$ cat src/rtl/lgpl_pkg.sv
// ----------------------------------------------------------------------------
// LiDAR ground labeller package
// Shared register codes, reset values, queue sizing, the front-to-back item
// structure and small arithmetic helpers.
// ----------------------------------------------------------------------------
`default_nettype none

package lgpl_pkg;

    // Configuration register indexes.
    localparam logic [1:0] CFG_SENSOR_HEIGHT   = 2'd0;
    localparam logic [1:0] CFG_MAX_SLOPE_SINE  = 2'd1;
    localparam logic [1:0] CFG_MAX_GROUND_STEP = 2'd2;

    // Register values after reset.
    localparam logic signed [15:0] SENSOR_HEIGHT_RST   = 16'sd200;
    localparam logic [15:0]        MAX_SLOPE_SINE_RST  = 16'd11380;
    localparam logic [14:0]        MAX_GROUND_STEP_RST = 15'd20;

    // Decoupling queue between the front and the back.
    localparam int QUEUE_DEPTH = 4;
    localparam int QUEUE_PTR_W = 2;

    // Configuration as seen by the processing modules.
    typedef struct packed {
        logic signed [15:0] sensor_height;
        logic [15:0]        max_slope_sine;
        logic [14:0]        max_ground_step;
    } t_lgpl_cfg;

    // One classified point, handed from the front to the back.
    typedef struct packed {
        logic               hit;        // ground-mode threshold test failed
        logic               lower;      // current z below previous z
        logic signed [15:0] cur_z;
        logic signed [15:0] prev_z;     // previous z after bin-start override
        logic               bin_start;
    } t_lgpl_item;

    // Magnitude of the difference of two signed 16-bit values.
    function automatic logic [15:0] abs_diff(input logic signed [15:0] a,
                                             input logic signed [15:0] b);
        logic [16:0] d;
        logic [16:0] n;
        d = {a[15], a} - {b[15], b};
        n = -d;
        return d[16] ? n[15:0] : d[15:0];
    endfunction

    // Square of an unsigned 16-bit magnitude.
    function automatic logic [31:0] square16(input logic [15:0] a);
        return {16'b0, a} * {16'b0, a};
    endfunction

endpackage

`default_nettype wire

$ cat src/rtl/lgpl_queue.sv
// ----------------------------------------------------------------------------
// LiDAR ground labeller queue
// Short first-in first-out buffer of classified points between the front
// and the back.
// ----------------------------------------------------------------------------
`default_nettype none

module lgpl_queue
    import lgpl_pkg::*;
(
    input  wire logic       i_clk,
    input  wire logic       i_rst_n,
    input  wire logic       i_valid,
    output logic            o_ready,
    input  wire t_lgpl_item i_item,
    output logic            o_valid,
    input  wire logic       i_ready,
    output t_lgpl_item      o_item
);

    t_lgpl_item             r_mem [QUEUE_DEPTH];
    logic [QUEUE_PTR_W-1:0] r_wr_ptr, r_rd_ptr;
    logic [QUEUE_PTR_W:0]   r_count;
    logic                   w_push, w_pop;

    assign o_ready = r_count != (QUEUE_PTR_W+1)'(QUEUE_DEPTH);
    assign o_valid = r_count != '0;
    assign o_item  = r_mem[r_rd_ptr];
    assign w_push  = i_valid && o_ready;
    assign w_pop   = o_valid && i_ready;

    // Pointers and fill level.
    always_ff @(posedge i_clk) begin
        if (!i_rst_n) begin
            r_wr_ptr <= '0;
            r_rd_ptr <= '0;
            r_count  <= '0;
        end else begin
            if (w_push) r_wr_ptr <= r_wr_ptr + 1'b1;
            if (w_pop)  r_rd_ptr <= r_rd_ptr + 1'b1;
            case ({w_push, w_pop})
                2'b10:   r_count <= r_count + 1'b1;
                2'b01:   r_count <= r_count - 1'b1;
                default: r_count <= r_count;
            endcase
        end
    end

    // Storage.
    always_ff @(posedge i_clk) begin
        if (w_push) r_mem[r_wr_ptr] <= i_item;
    end

endmodule

`default_nettype wire

$ cat config.mk
export PLATFORM = sky130hd
export DESIGN_NAME = lgpl_queue
export DESIGN_NICKNAME = d
export VERILOG_FILES = /design/src/rtl/lgpl_pkg.sv /design/src/rtl/lgpl_queue.sv
export SDC_FILE = /design/constraint.sdc
export NUM_CORES = 1
export LEC_CHECK = 0
export ABC_AREA = 1
export BUFFER_PORTS_ARGS = -buffer_cell sky130_fd_sc_hd__buf_4
export CAP_MARGIN = 20
export CORE_MARGIN = 3
export CORE_UTILIZATION = 51
export CTS_BUF_LIST = sky130_fd_sc_hd__clkbuf_16
export DETAILED_ROUTE_END_ITERATION = 7
export MAX_ROUTING_LAYER = met4
export PLACE_DENSITY = 0.76
export SETUP_SLACK_MARGIN = 0.05
export SLEW_MARGIN = 10
export SYNTH_ARGS = -nofsm -noshare
export SYNTH_HDL_FRONTEND = slang
export SYNTH_SLANG_ARGS = --single-unit
export TNS_END_PERCENT = 10
$ cat constraint.sdc
create_clock -name i_clk -period 2.5 [get_ports i_clk]
set_input_delay 0.375 -clock i_clk [delete_from_list [all_inputs] [get_ports i_clk]]
set_output_delay 0.375 -clock i_clk [all_outputs]
set_load 0.01 [all_outputs]
Word level (Yosys, flattened, before mapping)

Memory sizes are Yosys's and may differ from the RTL's. A register that Yosys moved wholly into a read port is not among the register bits.
Index checks and enable logic that the tools add are counted.

$add $sub $neg: 4
Eq/ne operators: 3
Muxes and demuxes: 5
Reduce and logical (&&, ||, !) cells: 4

Operators by type and width:

| cell                                                                   | number |
|---|---|
| 3-bit case mux with 2 select lines                                     | 1 |
| 2-bit by 1-bit adder with 2-bit output (second input constant)         | 2 |
| 2-bit two-way mux                                                      | 2 |
| 3-bit by 1-bit adder with 3-bit output (second input constant)         | 1 |
| 3-bit != test (second input constant)                                  | 1 |
| 3-bit nonzero test                                                     | 1 |
| 3-bit by 1-bit subtractor with 3-bit output (second input constant)    | 1 |
| 2-bit by 1-bit equality test with 1-bit output (second input constant) | 1 |
| 2-bit equality test (second input constant)                            | 1 |
| 1-bit logical AND                                                      | 2 |
| 1-bit two-way mux                                                      | 2 |
| 2-bit nonzero test                                                     | 1 |

Bits in registers: 7
Memory bits (writable): 140
Bits of input ports: 39
Output and inout bits: 37
Logic and storage cells: 20
Memories kept: 1

Memory list:

| name  | words | bits a word | read ports | clocked after Yosys merged registers in | wr ports | RTL line         | RTL |
|---|---|---|---|---|---|---|---|
| r_mem | 4     | 35          | 1          | 1                                       | 1        | lgpl_queue.sv:21 | `t_lgpl_item r_mem [QUEUE_DEPTH];` |

Logic depth before layout (Yosys ltp)

Depth after elaboration: 4
Mapped depth: 13
Mapped depth without buffers: 13

Worst setup path before layout

Ideal clock, no wire load.

Path type: flip-flop to flip-flop
Start: reg r_count[1]
End: mem r_mem[0][0] in the netlist's numbering (enable)
Data arrival time: 2.154 ns
Required time: 2.073 ns
Path slack: -0.081 ns
Cell stages (with the launch flop): 5
Path buffers: 0
Period minus slack after synthesis: 2.581 ns
Cell sequence: dfxtp_1 nor2_2 nand2_1 nand2_4 nor2_1

Cells in the longest elaborated chain, start to end: 4

RTL lines:

| item                                    | RTL line         | RTL |
|---|---|---|
| start: declaration                      | lgpl_queue.sv:23 | `logic [QUEUE_PTR_W:0] r_count;` |
| start signal: assignment                | lgpl_queue.sv:42 | `2'b10: r_count <= r_count + 1'b1;` |
| start signal: assignment                | lgpl_queue.sv:43 | `2'b01: r_count <= r_count - 1'b1;` |
| start signal: assignment                | lgpl_queue.sv:44 | `default: r_count <= r_count;` |
| 3-bit != test                           | lgpl_queue.sv:26 | `assign o_ready = r_count != (QUEUE_PTR_W+1)'(QUEUE_DEPTH);` |
| via o_ready                             | lgpl_queue.sv:14 | `output logic o_ready,` |
| 1-bit logical AND                       | lgpl_queue.sv:29 | `assign w_push = i_valid && o_ready;` |
| 1-bit two-way mux                       | lgpl_queue.sv:51 | `if (w_push) r_mem[r_wr_ptr] <= i_item;` |
| 1-bit two-way mux (implied by the code) | lgpl_queue.sv:51 |  |
| end: declaration                        | lgpl_queue.sv:21 |  |

The timed path passes the listed nets, and every way through them passes these cells.

==> qor.yml <==
cells_and_area:
  syn_to_final_growth_pct: 24.0
  final_area_um2: 7020
  diodes: 0
  final_common_cell: "edfxtp_1"
  drive_gt1_share_pct: 24.4
  multi_input_area_um2: 1110
  fillers: 723
  final_cell_mix: "140 x edfxtp_1, 78 x buf_4, 75 x nor2_1"
  fin_nets: 531
  final-seq-area_um2: 4390
route:
  dr.pass1.iters: 4
  antenna_left: 0
  drt-wirelength-per-cell_um: 18.1
  vias_per_cell: 5.52
  wl_mm: 11.5
  drc: 0
  drt_iter0_markers: 298
  num_vias: 3503
critical_path:
  critPathMostFrequentCell: "buf_4"
  crit_path_end: "o_item[29]"
  cp-end-kind: "primary output"
  slowest_delay_ns: 0.53
  crit_cells: 4
  cpMaxStageDelayCell: "dfxtp_2"
  r2r-start: "r_count[1]"
  startpoint_type: "register"
  crit_buf_inv: 2
  cp_cell_sequence: "buf_4 -> o21ai_0 -> o22ai_1 -> buf_4"
  required_ns: 2.12
  cp.arrival_ns: 1.89
  cpLargestDelayFamily: "flip-flops"
  worst-r2r-setup-slack_ns: 0.59
  r2r_end: "r_count[2]"
  r2r_cells: 10
  critPathKind: "register to primary output"
  cp_max_fo: 26
placed_design:
  pre_cts_slack_ns: 0.608
  port_buffers: 75
  gp_congestion: 0.779
  place_area_um2: 6390
  dp_hpwl_mm: 6.55
sta:
  hold_viol_final: 0
  setup_viol: 0
  fmax_mhz: 442
  skew_ns: 0.00870
  relSlewSlack_pct: 65.2
  final_max_slew_viol_count: 0
  fin_crit_sh_pct: 90.5
  worst_pin_slew_ns: 0.523
  min_period_ns: 2.26
  hold_ws_ns: 0.159
  fin_ws_ns: 0.236
  setup_tns_ns: 0
  grt_setup_unrepaired: "false"
synthesis:
  syn_inst: 406
  synth_nets: 451
  synth_top_area_share_pct: 74.2
  synth-seq-cells: 149
  yosysWarnings: 0
  yosysUniqueCellTypes: 19
  synthesis.area_um2: 5660
  synth_top_area_cell: "edfxtp_1"
  yosys-top-cells-area: "edfxtp_1 74%, nor2_1 5.2%, o21ai_0 4.5%"
  yosysSeqAreaShare_pct: 77.4
  avgSynthCellArea_um2: 14.0
global_routing:
  grt.total_usage_pct: 19.4
  overflow: 0
  grt_first_pass_wirelength_mm: 18.0
  grt_pass1_vias: 3634
  antenna_found_initial: 0
  grt_max_degree: 71
clocking:
  cts_hold_buf: 0
  clk_latency_ns: 0.41
  cts_buffers: 17
  htree_levels: 4
  clkTransAtPathRegs_ns: 0.06
  cts_tree: "built"
  cts_setup_buffers: 0
  cts_sinks: 149
  clockBufferDepth: 2
  root_buffer: "clkbuf_16"
floorplanning:
  start_util_pct: 53.7
  rows: 37
  die_w_um: 111
  core-area_um2: 10600
  die_y_um: 111
  die_area_um2: 12400
  io_pins: 76
power_and_ir_drop:
  vdd_drop_max_mv: 0.586
  pwr_density_cell_nw_per_um2: 1060
  p_total_mw: 7.43
  power.leakage_nw: 2.53
worst_hold_path:
  hold_class: "primary input to register"
run_status:
  status: "complete, no violations"
flow_run:
  cap_viol_max_count: 0
==> registers in the layout, indices dropped and copies added, names as in the netlist, named ones only <==
| signal | flops |
|---|---|
| r_mem | 140 |
| r_wr_ptr | 2 |
| r_rd_ptr | 2 |
| r_count | 3 |
==> Yosys cell counts <==
| master | n |
|---|---|
| buf_2 | 12 |
| fa_1 | 1 |
| o21ai_1 | 21 |
| a21oi_1 | 5 |
| o21ai_0 | 51 |
| nor2_2 | 1 |
| inv_2 | 1 |
| ha_1 | 5 |
| nand2_4 | 1 |
| inv_1 | 16 |
| dfxtp_1 | 9 |
| edfxtp_1 | 140 |
| o22ai_1 | 35 |
| nand2_1 | 14 |
| nand3_1 | 5 |
| nor2_1 | 79 |
| buf_6 | 1 |
| inv_4 | 1 |
| buf_4 | 8 |
==> layer usage <==
layer,GRT usage [%],vias up,share of wire (%)
met5,-,-,0
met3,5.49,15,6.2
li1,-,1658,-
met2,32.0,128,50
met1,23.4,1702,42
met4,6.41,0,1.2
==> layout make-up <==
cell class | instances | area share [%]
clock buffers | 17 | 6.06
clock inverters | 15 | 2.87
inverters | 18 | 1.07
multi-input cells | 218 | 15.8
flip-flops and latches | 149 | 62.4
well taps | 136 | 2.42
repair buffers | 82 | 9.35
==> power breakdown <==
| part | internal [mW] | leakage (nW) | switching (mW) |
|---|---|---|---|
| clock | 1.68 | 0.306 | 0.985 |
| combinational | 0.678 | 0.867 | 1.02 |
| sequential | 2.97 | 1.36 | 0.101 |
| total | 5.33 | 2.53 | 2.10 |
==> logic make-up (layout without fill, tap and decap cells) <==
group | Yosys count | count (layout) | share of synthesized area [%]
AO/OA/AOI/OAI | 112 | 112 | 10.7
AND/OR/NAND/NOR | 100 | 100 | 6.91
adder cells (fa/ha/maj) | 6 | 6 | 1.46
flip-flops | 149 | 149 | 77.4
buffers and inverters | 39 | 132 | 3.56
==> worst register-to-register path, cell delays in order (launching register included) <==
cell and delay (ns):
dfxtp_1 0.33, nor2_2 0.12, nand2_1 0.15, nand2_4 0.19
ha_1 0.19, inv_1 0.07, fa_1 0.39, nand2_1 0.08
nand3_1 0.10, nor2_1 0.14, nor2_1 0.06
==> how the worst min path moves through the flow <==
stage / start / to / slack, ns / depth (start not counted)
final: i_item[4] / r_mem[2][4] / 0.16 / 1
after global routing: i_item[3] / r_mem[0][3] / 0.15 / 1
after floorplan: r_rd_ptr[1] / register / 0.46 / 2
after detailed placement: r_wr_ptr[1] / r_wr_ptr[1] / 0.51 / 2
after CTS: i_item[34] / r_mem[0][34] / 0.15 / 1
after global placement: r_wr_ptr[1] / r_wr_ptr[1] / 0.49 / 2
==> per-stage QoR <==
step           utilization (%)  cells
2_1_floorplan                -    406
3_3_place_gp              60.5    603
3_5_place_dp              60.5    603
4_1_cts                   66.5    635
5_1_grt                   66.5    635
6_report                  66.5    635
==> what timing repair did <==
action	CTS	global route
pin swaps	0	0
gates resized for setup	2	1
setup endpoints to repair	1	1
(Power assumes the default switching activity.)
