==> config.mk <==
export PLATFORM = sky130hd
export DESIGN_NAME = lgpl_back
export DESIGN_NICKNAME = d
export VERILOG_FILES = /design/src/rtl/lgpl_pkg.sv /design/src/rtl/lgpl_back.sv
export SDC_FILE = /design/constraint.sdc
export NUM_CORES = 1
export LEC_CHECK = 0
export ABC_AREA = 1
export ABC_CLOCK_PERIOD_IN_PS = 7500
export BUFFER_PORTS_ARGS = -buffer_cell sky130_fd_sc_hd__buf_2
export CAP_MARGIN = 20
export CORE_MARGIN = 2
export CORE_UTILIZATION = 45
export CTS_CLUSTER_DIAMETER = 80
export DETAILED_ROUTE_END_ITERATION = 10
export GPL_TIMING_DRIVEN = 1
export PLACE_DENSITY = 0.72
export SLEW_MARGIN = 20
export SYNTH_ARGS = -nofsm -noshare
export SYNTH_HDL_FRONTEND = slang
export SYNTH_SLANG_ARGS = --single-unit
==> constraint.sdc <==
create_clock -name i_clk -period 7.5 [get_ports i_clk]
set_input_delay 1.125 -clock i_clk [delete_from_list [all_inputs] [get_ports i_clk]]
set_output_delay 1.125 -clock i_clk [all_outputs]
set_load 0.02 [all_outputs]
==> src/rtl/lgpl_pkg.sv <==
// ----------------------------------------------------------------------------
// LiDAR ground labeller package
// Shared register codes, reset values, queue sizing, the front-to-back item
// structure and small arithmetic helpers.
// ----------------------------------------------------------------------------
`default_nettype none

package lgpl_pkg;

    // Configuration register indexes.
    localparam logic [1:0] CFG_SENSOR_HEIGHT   = 2'd0;
    localparam logic [1:0] CFG_MAX_SLOPE_SINE  = 2'd1;
    localparam logic [1:0] CFG_MAX_GROUND_STEP = 2'd2;

    // Register values after reset.
    localparam logic signed [15:0] SENSOR_HEIGHT_RST   = 16'sd200;
    localparam logic [15:0]        MAX_SLOPE_SINE_RST  = 16'd11380;
    localparam logic [14:0]        MAX_GROUND_STEP_RST = 15'd20;

    // Decoupling queue between the front and the back.
    localparam int QUEUE_DEPTH = 4;
    localparam int QUEUE_PTR_W = 2;

    // Configuration as seen by the processing modules.
    typedef struct packed {
        logic signed [15:0] sensor_height;
        logic [15:0]        max_slope_sine;
        logic [14:0]        max_ground_step;
    } t_lgpl_cfg;

    // One classified point, handed from the front to the back.
    typedef struct packed {
        logic               hit;        // ground-mode threshold test failed
        logic               lower;      // current z below previous z
        logic signed [15:0] cur_z;
        logic signed [15:0] prev_z;     // previous z after bin-start override
        logic               bin_start;
    } t_lgpl_item;

    // Magnitude of the difference of two signed 16-bit values.
    function automatic logic [15:0] abs_diff(input logic signed [15:0] a,
                                             input logic signed [15:0] b);
        logic [16:0] d;
        logic [16:0] n;
        d = {a[15], a} - {b[15], b};
        n = -d;
        return d[16] ? n[15:0] : d[15:0];
    endfunction

    // Square of an unsigned 16-bit magnitude.
    function automatic logic [31:0] square16(input logic [15:0] a);
        return {16'b0, a} * {16'b0, a};
    endfunction

endpackage

`default_nettype wire

==> src/rtl/lgpl_back.sv <==
// ----------------------------------------------------------------------------
// LiDAR ground labeller back
// Two-mode labelling machine with the last ground height, and the output
// register of the result stream.
// ----------------------------------------------------------------------------
`default_nettype none

module lgpl_back
    import lgpl_pkg::*;
(
    input  wire logic       i_clk,
    input  wire logic       i_rst_n,
    input  wire t_lgpl_cfg  i_cfg,
    input  wire logic       i_valid,
    output logic            o_ready,
    input  wire t_lgpl_item i_item,
    output logic            o_valid,
    input  wire logic       i_ready,
    output logic            o_ground
);

    typedef enum logic {
        MODE_GROUND,
        MODE_OBJECT
    } t_mode;

    t_mode              r_mode, n_mode;
    logic signed [15:0] r_lgh, n_lgh;
    logic               r_valid, r_ground, n_ground;
    logic               w_pop, w_in_ground, w_within;
    logic [15:0]        w_gap;

    assign o_ready = !r_valid || i_ready;
    assign w_pop   = i_valid && o_ready;

    // A bin start forces ground mode before the point is judged.
    assign w_in_ground = i_item.bin_start || (r_mode == MODE_GROUND);
    assign w_gap       = abs_diff(r_lgh, i_item.cur_z);
    assign w_within    = w_gap <= {1'b0, i_cfg.max_ground_step};

    // Next mode, label and last ground height.
    always_comb begin
        n_lgh = r_lgh;
        if (w_in_ground) begin
            n_ground = !i_item.hit;
            n_mode   = i_item.hit ? MODE_OBJECT : MODE_GROUND;
            if (i_item.hit) n_lgh = i_item.prev_z;
        end else begin
            n_ground = i_item.lower && w_within;
            n_mode   = n_ground ? MODE_GROUND : MODE_OBJECT;
        end
    end

    // State and output register.
    always_ff @(posedge i_clk) begin
        if (!i_rst_n) begin
            r_mode  <= MODE_GROUND;
            r_lgh   <= 16'sd0;
            r_valid <= 1'b0;
        end else begin
            if (w_pop) begin
                r_mode  <= n_mode;
                r_lgh   <= n_lgh;
                r_valid <= 1'b1;
            end else if (i_ready) begin
                r_valid <= 1'b0;
            end
        end
    end

    always_ff @(posedge i_clk) begin
        if (w_pop) r_ground <= n_ground;
    end

    assign o_valid  = r_valid;
    assign o_ground = r_ground;

endmodule

`default_nettype wire

# Yosys cells after proc, flatten, opt, wreduce, memory -nomap -nowiden
# Cells that the tools add are included.
totals:
  out_inout_bits: 3
  reg_bits: 19
  elab_cells: 23
op_classes:
  add_sub_neg: 2
  n_reduce_logical: 8
  n_mux: 7
  order_cmp: 1
  bitwise: 1
op_table:
  columns: ["cell", "n"]
  rows:
  - ["subtractor 16 x 16 -> 17 bit", 1]
  - ["less-or-equal comparator 16 x 15 -> 1 bit", 1]
  - ["2-to-1 mux 16 bit", 1]
  - ["negation 16 bit", 1]
  - ["2-to-1 mux 1 bit", 6]
  - ["AND reduction 3 bit", 1]
  - ["logical AND 1 bit", 2]
  - ["logical NOT 1 bit", 2]
  - ["logical OR 1 bit", 2]
  - ["nonzero test 2 bit", 1]
  - ["NOT 1 bit", 1]

# Depth between registers and ports, before layout
logic_depth:
  depth_word: 7
  ltp_mapped: 37
  ltp_nobuf: 37

# Worst setup path after synthesis
# Ideal clock, no wire load.
synth_path:
  kind: "input to register"
  start: "input i_item[17] in the netlist's numbering"
  end: "register r_mode"
  setup_ns: 0.109
  t_required_ns: 7.391
  cell_stages: 33
  setup_slack_ns: 3.191
  t_arrival_ns: 4.200
  path_cell_list: "ha_1 fa_1 inv_1 nand2_1 nand2_1 nand3_2 nand2_4 nand2_2 nand2_1 nand2_1 nand2_2 a21oi_4 nand2_2 nand2_4 inv_2 nand2_1 xnor2_1 inv_1 ha_1 a21oi_1 nor2_1 a211oi_1 nand2_1 nand2_1 nand2_1 nand2_1 nand2_1 a21boi_0 nand3_1 nand2_1 nand3_1 nand2_1 inv_1"
synth_via:
  elab_chain_len: 7
synth_rtl:
  columns: ["item", "line_no", "text"]
  rows:
  - ["start, declared", "lgpl_back.sv:16", "input wire t_lgpl_item i_item,"]
  - ["subtractor 16 x 16 -> 17 bit *", "lgpl_pkg.sv:45", "d = {a[15], a} - {b[15], b};"]
  - ["negation 16 bit", "lgpl_pkg.sv:46", "n = -d;"]
  - ["2-to-1 mux 16 bit *", "lgpl_pkg.sv:47", "return d[16] ? n[15:0] : d[15:0];"]
  - ["less-or-equal comparator 16 x 15 -> 1 bit *", "lgpl_back.sv:39", "assign w_within = w_gap <= {1'b0, i_cfg.max_ground_step};"]
  - ["logical AND 1 bit *", "lgpl_back.sv:49", "n_ground = i_item.lower && w_within;"]
  - ["2-to-1 mux 1 bit *", "lgpl_back.sv:50", "n_mode = n_ground ? MODE_GROUND : MODE_OBJECT;"]
  - ["2-to-1 mux 1 bit *", "lgpl_back.sv:44", "if (w_in_ground) begin"]
  - ["end signal, assigned", "lgpl_back.sv:62", "r_mode <= n_mode;"]
  - ["end, declared", "lgpl_back.sv:27", "t_mode r_mode, n_mode;"]
# Mark *: on every way between the ends. The rest lies on a longest branch, timed or not.
# A chain may end at the register's enable or synchronous reset.

# Worst setup path after layout
# Same ends and word-level chain as after synthesis.

==> results by group <==
Clock network
  – Clk sink count: 19
  – Setup Buffers After CTS: 0
  – CTS buffer count: 3
  – CTS root buf: clkbuf_8
  – Cts repair resizes: 0
  – H-tree Lvls: 1
  – Clock Path Buffers: 2
  – Clk_lat worst skew: between 0.2 and 0.3 ns
  – Clock transition at path regs: around 0.070 ns
  – TritonCTS clock tree: done
  – Hold_buf cts: 0

Critical path
  – CP endpoint kind: flop
  – Slowest cell on the critical path: fa_1
  – R2R depth: 35
  – WS Path Type: input port to flop
  – Reg-to-reg endpoint: r_mode$_SDFFE_PN0P_
  – Crit. Startpoint: i_item[17]
  – CP startpoint kind: input port
  – Most common cell on crit path: nand2_1
  – Worst r2r src: r_lgh[0]$_SDFFE_PN0P_
  – CP Capture Point: r_mode$_SDFFE_PN0P_
  – Crit path largest cell delay: between 0.4 and 0.5 ns
  – CP Max Fanout: 9
  – WP data required: about 7.7 ns
  – Flop2flop setup slack: approximately 3.4 ns
  – Crit path DAT: between 4 and 5 ns

Synthesis
  – Syn_nets: between 500 and 600
  – Seq/Total Area, Yosys: 0.146
  – Number of synthesized register bits: 19
  – Yosys warnings: 0
  – Yosys cell types: 37
  – Avg Cell Area, Syn: between 5 and 6 um^2
  – Cell Area, Synth: 0.00267 mm^2
  – Mapped Cells: 447

STA
  – Fin Setup TNS: 0 ns
  – Setup violations, final: 0
  – Final hold violation count: 0
  – Layout Skew: 0.00297 ns
  – Final worst slack: between 2 and 3 ns
  – Crit path time final: about 4.7 ns
  – Slew HR: 0.478
  – Worst slew pin tran: 0.780 ns
  – RSZ-0062 raised after global routing: false
  – Max-slew violation count: 0
  – Final period util: 0.627
  – Max frequency: roughly 210 MHz

Routing
  – Drt first-iter violations: slightly below 60
  – Top sig layer: met4
  – Pre-antenna DRT Iters: 6
  – DR DRC count: 0
  – Via density per instance: 4.57
  – Routed wl met2: roughly 2500 um
  – Total wire length: around 5500 um
  – Drt wl/cell: approximately 9.5 um
  – Total number of vias: 2,641
  – WL met3: between 150 and 200 um
  – Antenna-violating nets left: 0
  – Met1 wire length: 2760 um

Finish
  – Share of layout cells above drive strength 1: 0.197
  – Layout Cells excl Fill: about 580
  – FF+latch area: about 400 um^2
  – # diodes: 0
  – Post-layout nets: around 620
  – FILL cells: 638
  – Multi-input logic area: between 0.0015 and 0.002 mm^2
  – Fin util: 0.528
  – Area growth, synth to finish: 14.9%

GRT
  – Largest net degree at the start of global routing: 19
  – Vias in the first global route: 2,482
  – GRT Util Overall: 0.184
  – First-pass GRT wire length: a little under 10,000 um
  – GRT Residual Overflow: 0
  – Initial antenna violation count: 0

Floorplan
  – IO Pins: between 80 and 90
  – Site row count: 28
  – Core ar.: between 0.005 and 0.006 mm^2
  – Die height: ~81 um
  – Initial Util: 0.459
  – Die Area: around 0.0066 mm^2
  – Die Wd: between 80 and 90 um

Worst hold path
  – HP Class: flop to flop

Status
  – Status: complete, no violations

Power and ir drop
  – Power per Cell Area: between 100 and 150 mW/mm^2
  – LEAKAGE: around 1.8 nW
  – VDD IR-drop max: about 0.11 mV
  – Total Power: around 0.46 mW

Placement
  – Placed insts: 574
  – DP HPWL: roughly 4800 um
  – Placer congestion estimate: between 0.8 and 0.9
  – Port buffer count: between 50 and 60
  – Dpl ws: approximately 2.5 ns

Flow run
  – Max cap viols: 0
-- power by group --
part	total, mW	switching, mW	internal, mW	leakage (nW)
Combinational	0.273	0.165	0.108	1.66
Clock	0.0718	0.0349	0.0370	0.0255
Sequential	0.113	0.00348	0.109	0.158
-- critical path: cells and delay by family --
kind	cells	cell delay, ns
buffers and inverters	4	0.36
adders and majority gates	3	0.90
AOI/OAI and AO/OA	3	0.41
and+or+nand+nor	24	1.90
xor gates and xnor gates	1	0.19
-- stage by stage --
step / hold slack (ns) / area, um^2
after floorplan: 0.433 / 2670
after global placement: 0.482 / 3020
after detailed placement: 0.502 / 3020
after CTS: 0.514 / 3070
after global routing: 0.545 / 3070
final: 0.500 / 3070
-- flip-flops by register name (all words and copies together), names as in the netlist --
name,count
r_mode,1
o_valid,1
r_lgh,16
o_ground,1
-- cells by family (layout without fill, tap and decap cells) --
family | count (synthesis) | count (layout) | share of synthesized area
compound gates | 48 | 48 | 0.111
xor+xnor | 13 | 13 | 0.0426
fa+ha+maj | 33 | 33 | 0.157
buf+inv | 97 | 153 | 0.139
flops | 19 | 19 | 0.146
simple gates | 237 | 237 | 0.404
-- area by class of cell --
type / instances / share of cell area
Clock inverter: 1 / 0.00163
Timing Repair Buffer: 56 / 0.0914
Clock buffer: 3 / 0.0135
Sequential cell: 19 / 0.127
Inverter: 93 / 0.114
Multi-Input combinational cell: 331 / 0.622
Tap cell: 75 / 0.0306
-- metal layers --
layer  GRT usage  vias to the layer above
li1            -                     1498
met1       0.239                     1097
met2       0.335                       41
met3     0.00667                        5
met4      0.0458                        0
met5           0                        -
-- synth_stat cells --
library cell  number  area (um^2)
o21bai_2           1         11.3
xnor2_1            2         17.5
nor2_2             1         6.26
nand2_2           14         87.6
nand2_4            2         22.5
nand3_1           27          135
clkinv_1           1         3.75
inv_1             88          330
nand4_1            4         25.0
nor3_1             2         10.0
nand3b_1           3         22.5
inv_2              4         15.0
a21oi_4            2         32.5
edfxtp_1           1         30.0
nand2_1          112          420
o21ai_1            1         5.00
and2_1             2         12.5
a21boi_1           1         7.51
xor2_1            11         96.3
buf_6              1         11.3
o21ai_2            2         17.5
nor2_4             5         56.3
ha_1              32          400
a21oi_2            1         8.76
a21oi_1           18         90.1
a31oi_2            1         12.5
o21ai_0           19         95.1
nor3_2             1         10.0
a211oi_1           1         7.51
dfxtp_1           18          360
clkbuf_1           3         11.3
nand3_2            4         40.0
or2_2              1         6.26
fa_1               1         20.0
a21boi_0           1         7.51
nor2_1            58          218
or2_1              1         6.26
-- cells in the final DEF, fill, tap and decap left out, types with 2 or more instances in the layout --
cell and instances:
dfxtp_1 18, nand3_2 4, xnor2_1 2, clkbuf_8 3, and2_1 2, a21oi_4 2, inv_2 4, nor3_1 2
nor2_4 5, nand2_2 14, nand3b_1 3, nand2_1 112, o21ai_0 19, nand4_1 4, ha_1 32, nand3_1 27
nand2_4 2, o21ai_2 2, nor2_1 58, xor2_1 11, inv_1 88, buf_2 56, a21oi_1 18
-- worst min path at each step --
stage | cells after the start | slack, ns | startpoint | to
finish | 2 | 0.50 | r_lgh[0]$_SDFFE_PN0P_ | r_lgh[0]$_SDFFE_PN0P_
global route | 2 | 0.55 | r_lgh[0]$_SDFFE_PN0P_ | r_lgh[0]$_SDFFE_PN0P_
CTS | 2 | 0.51 | o_valid$_SDFFE_PN0P_ | o_valid$_SDFFE_PN0P_
detailed placement | 2 | 0.50 | o_valid$_SDFFE_PN0P_ | o_valid$_SDFFE_PN0P_
global placement | 2 | 0.48 | r_lgh[0]$_SDFFE_PN0P_ | r_lgh[0]$_SDFFE_PN0P_
floorplan | 2 | 0.43 | r_lgh[0]$_SDFFE_PN0P_ | r_lgh[0]$_SDFFE_PN0P_
Note: power is estimated with default switching activity, not from simulation.
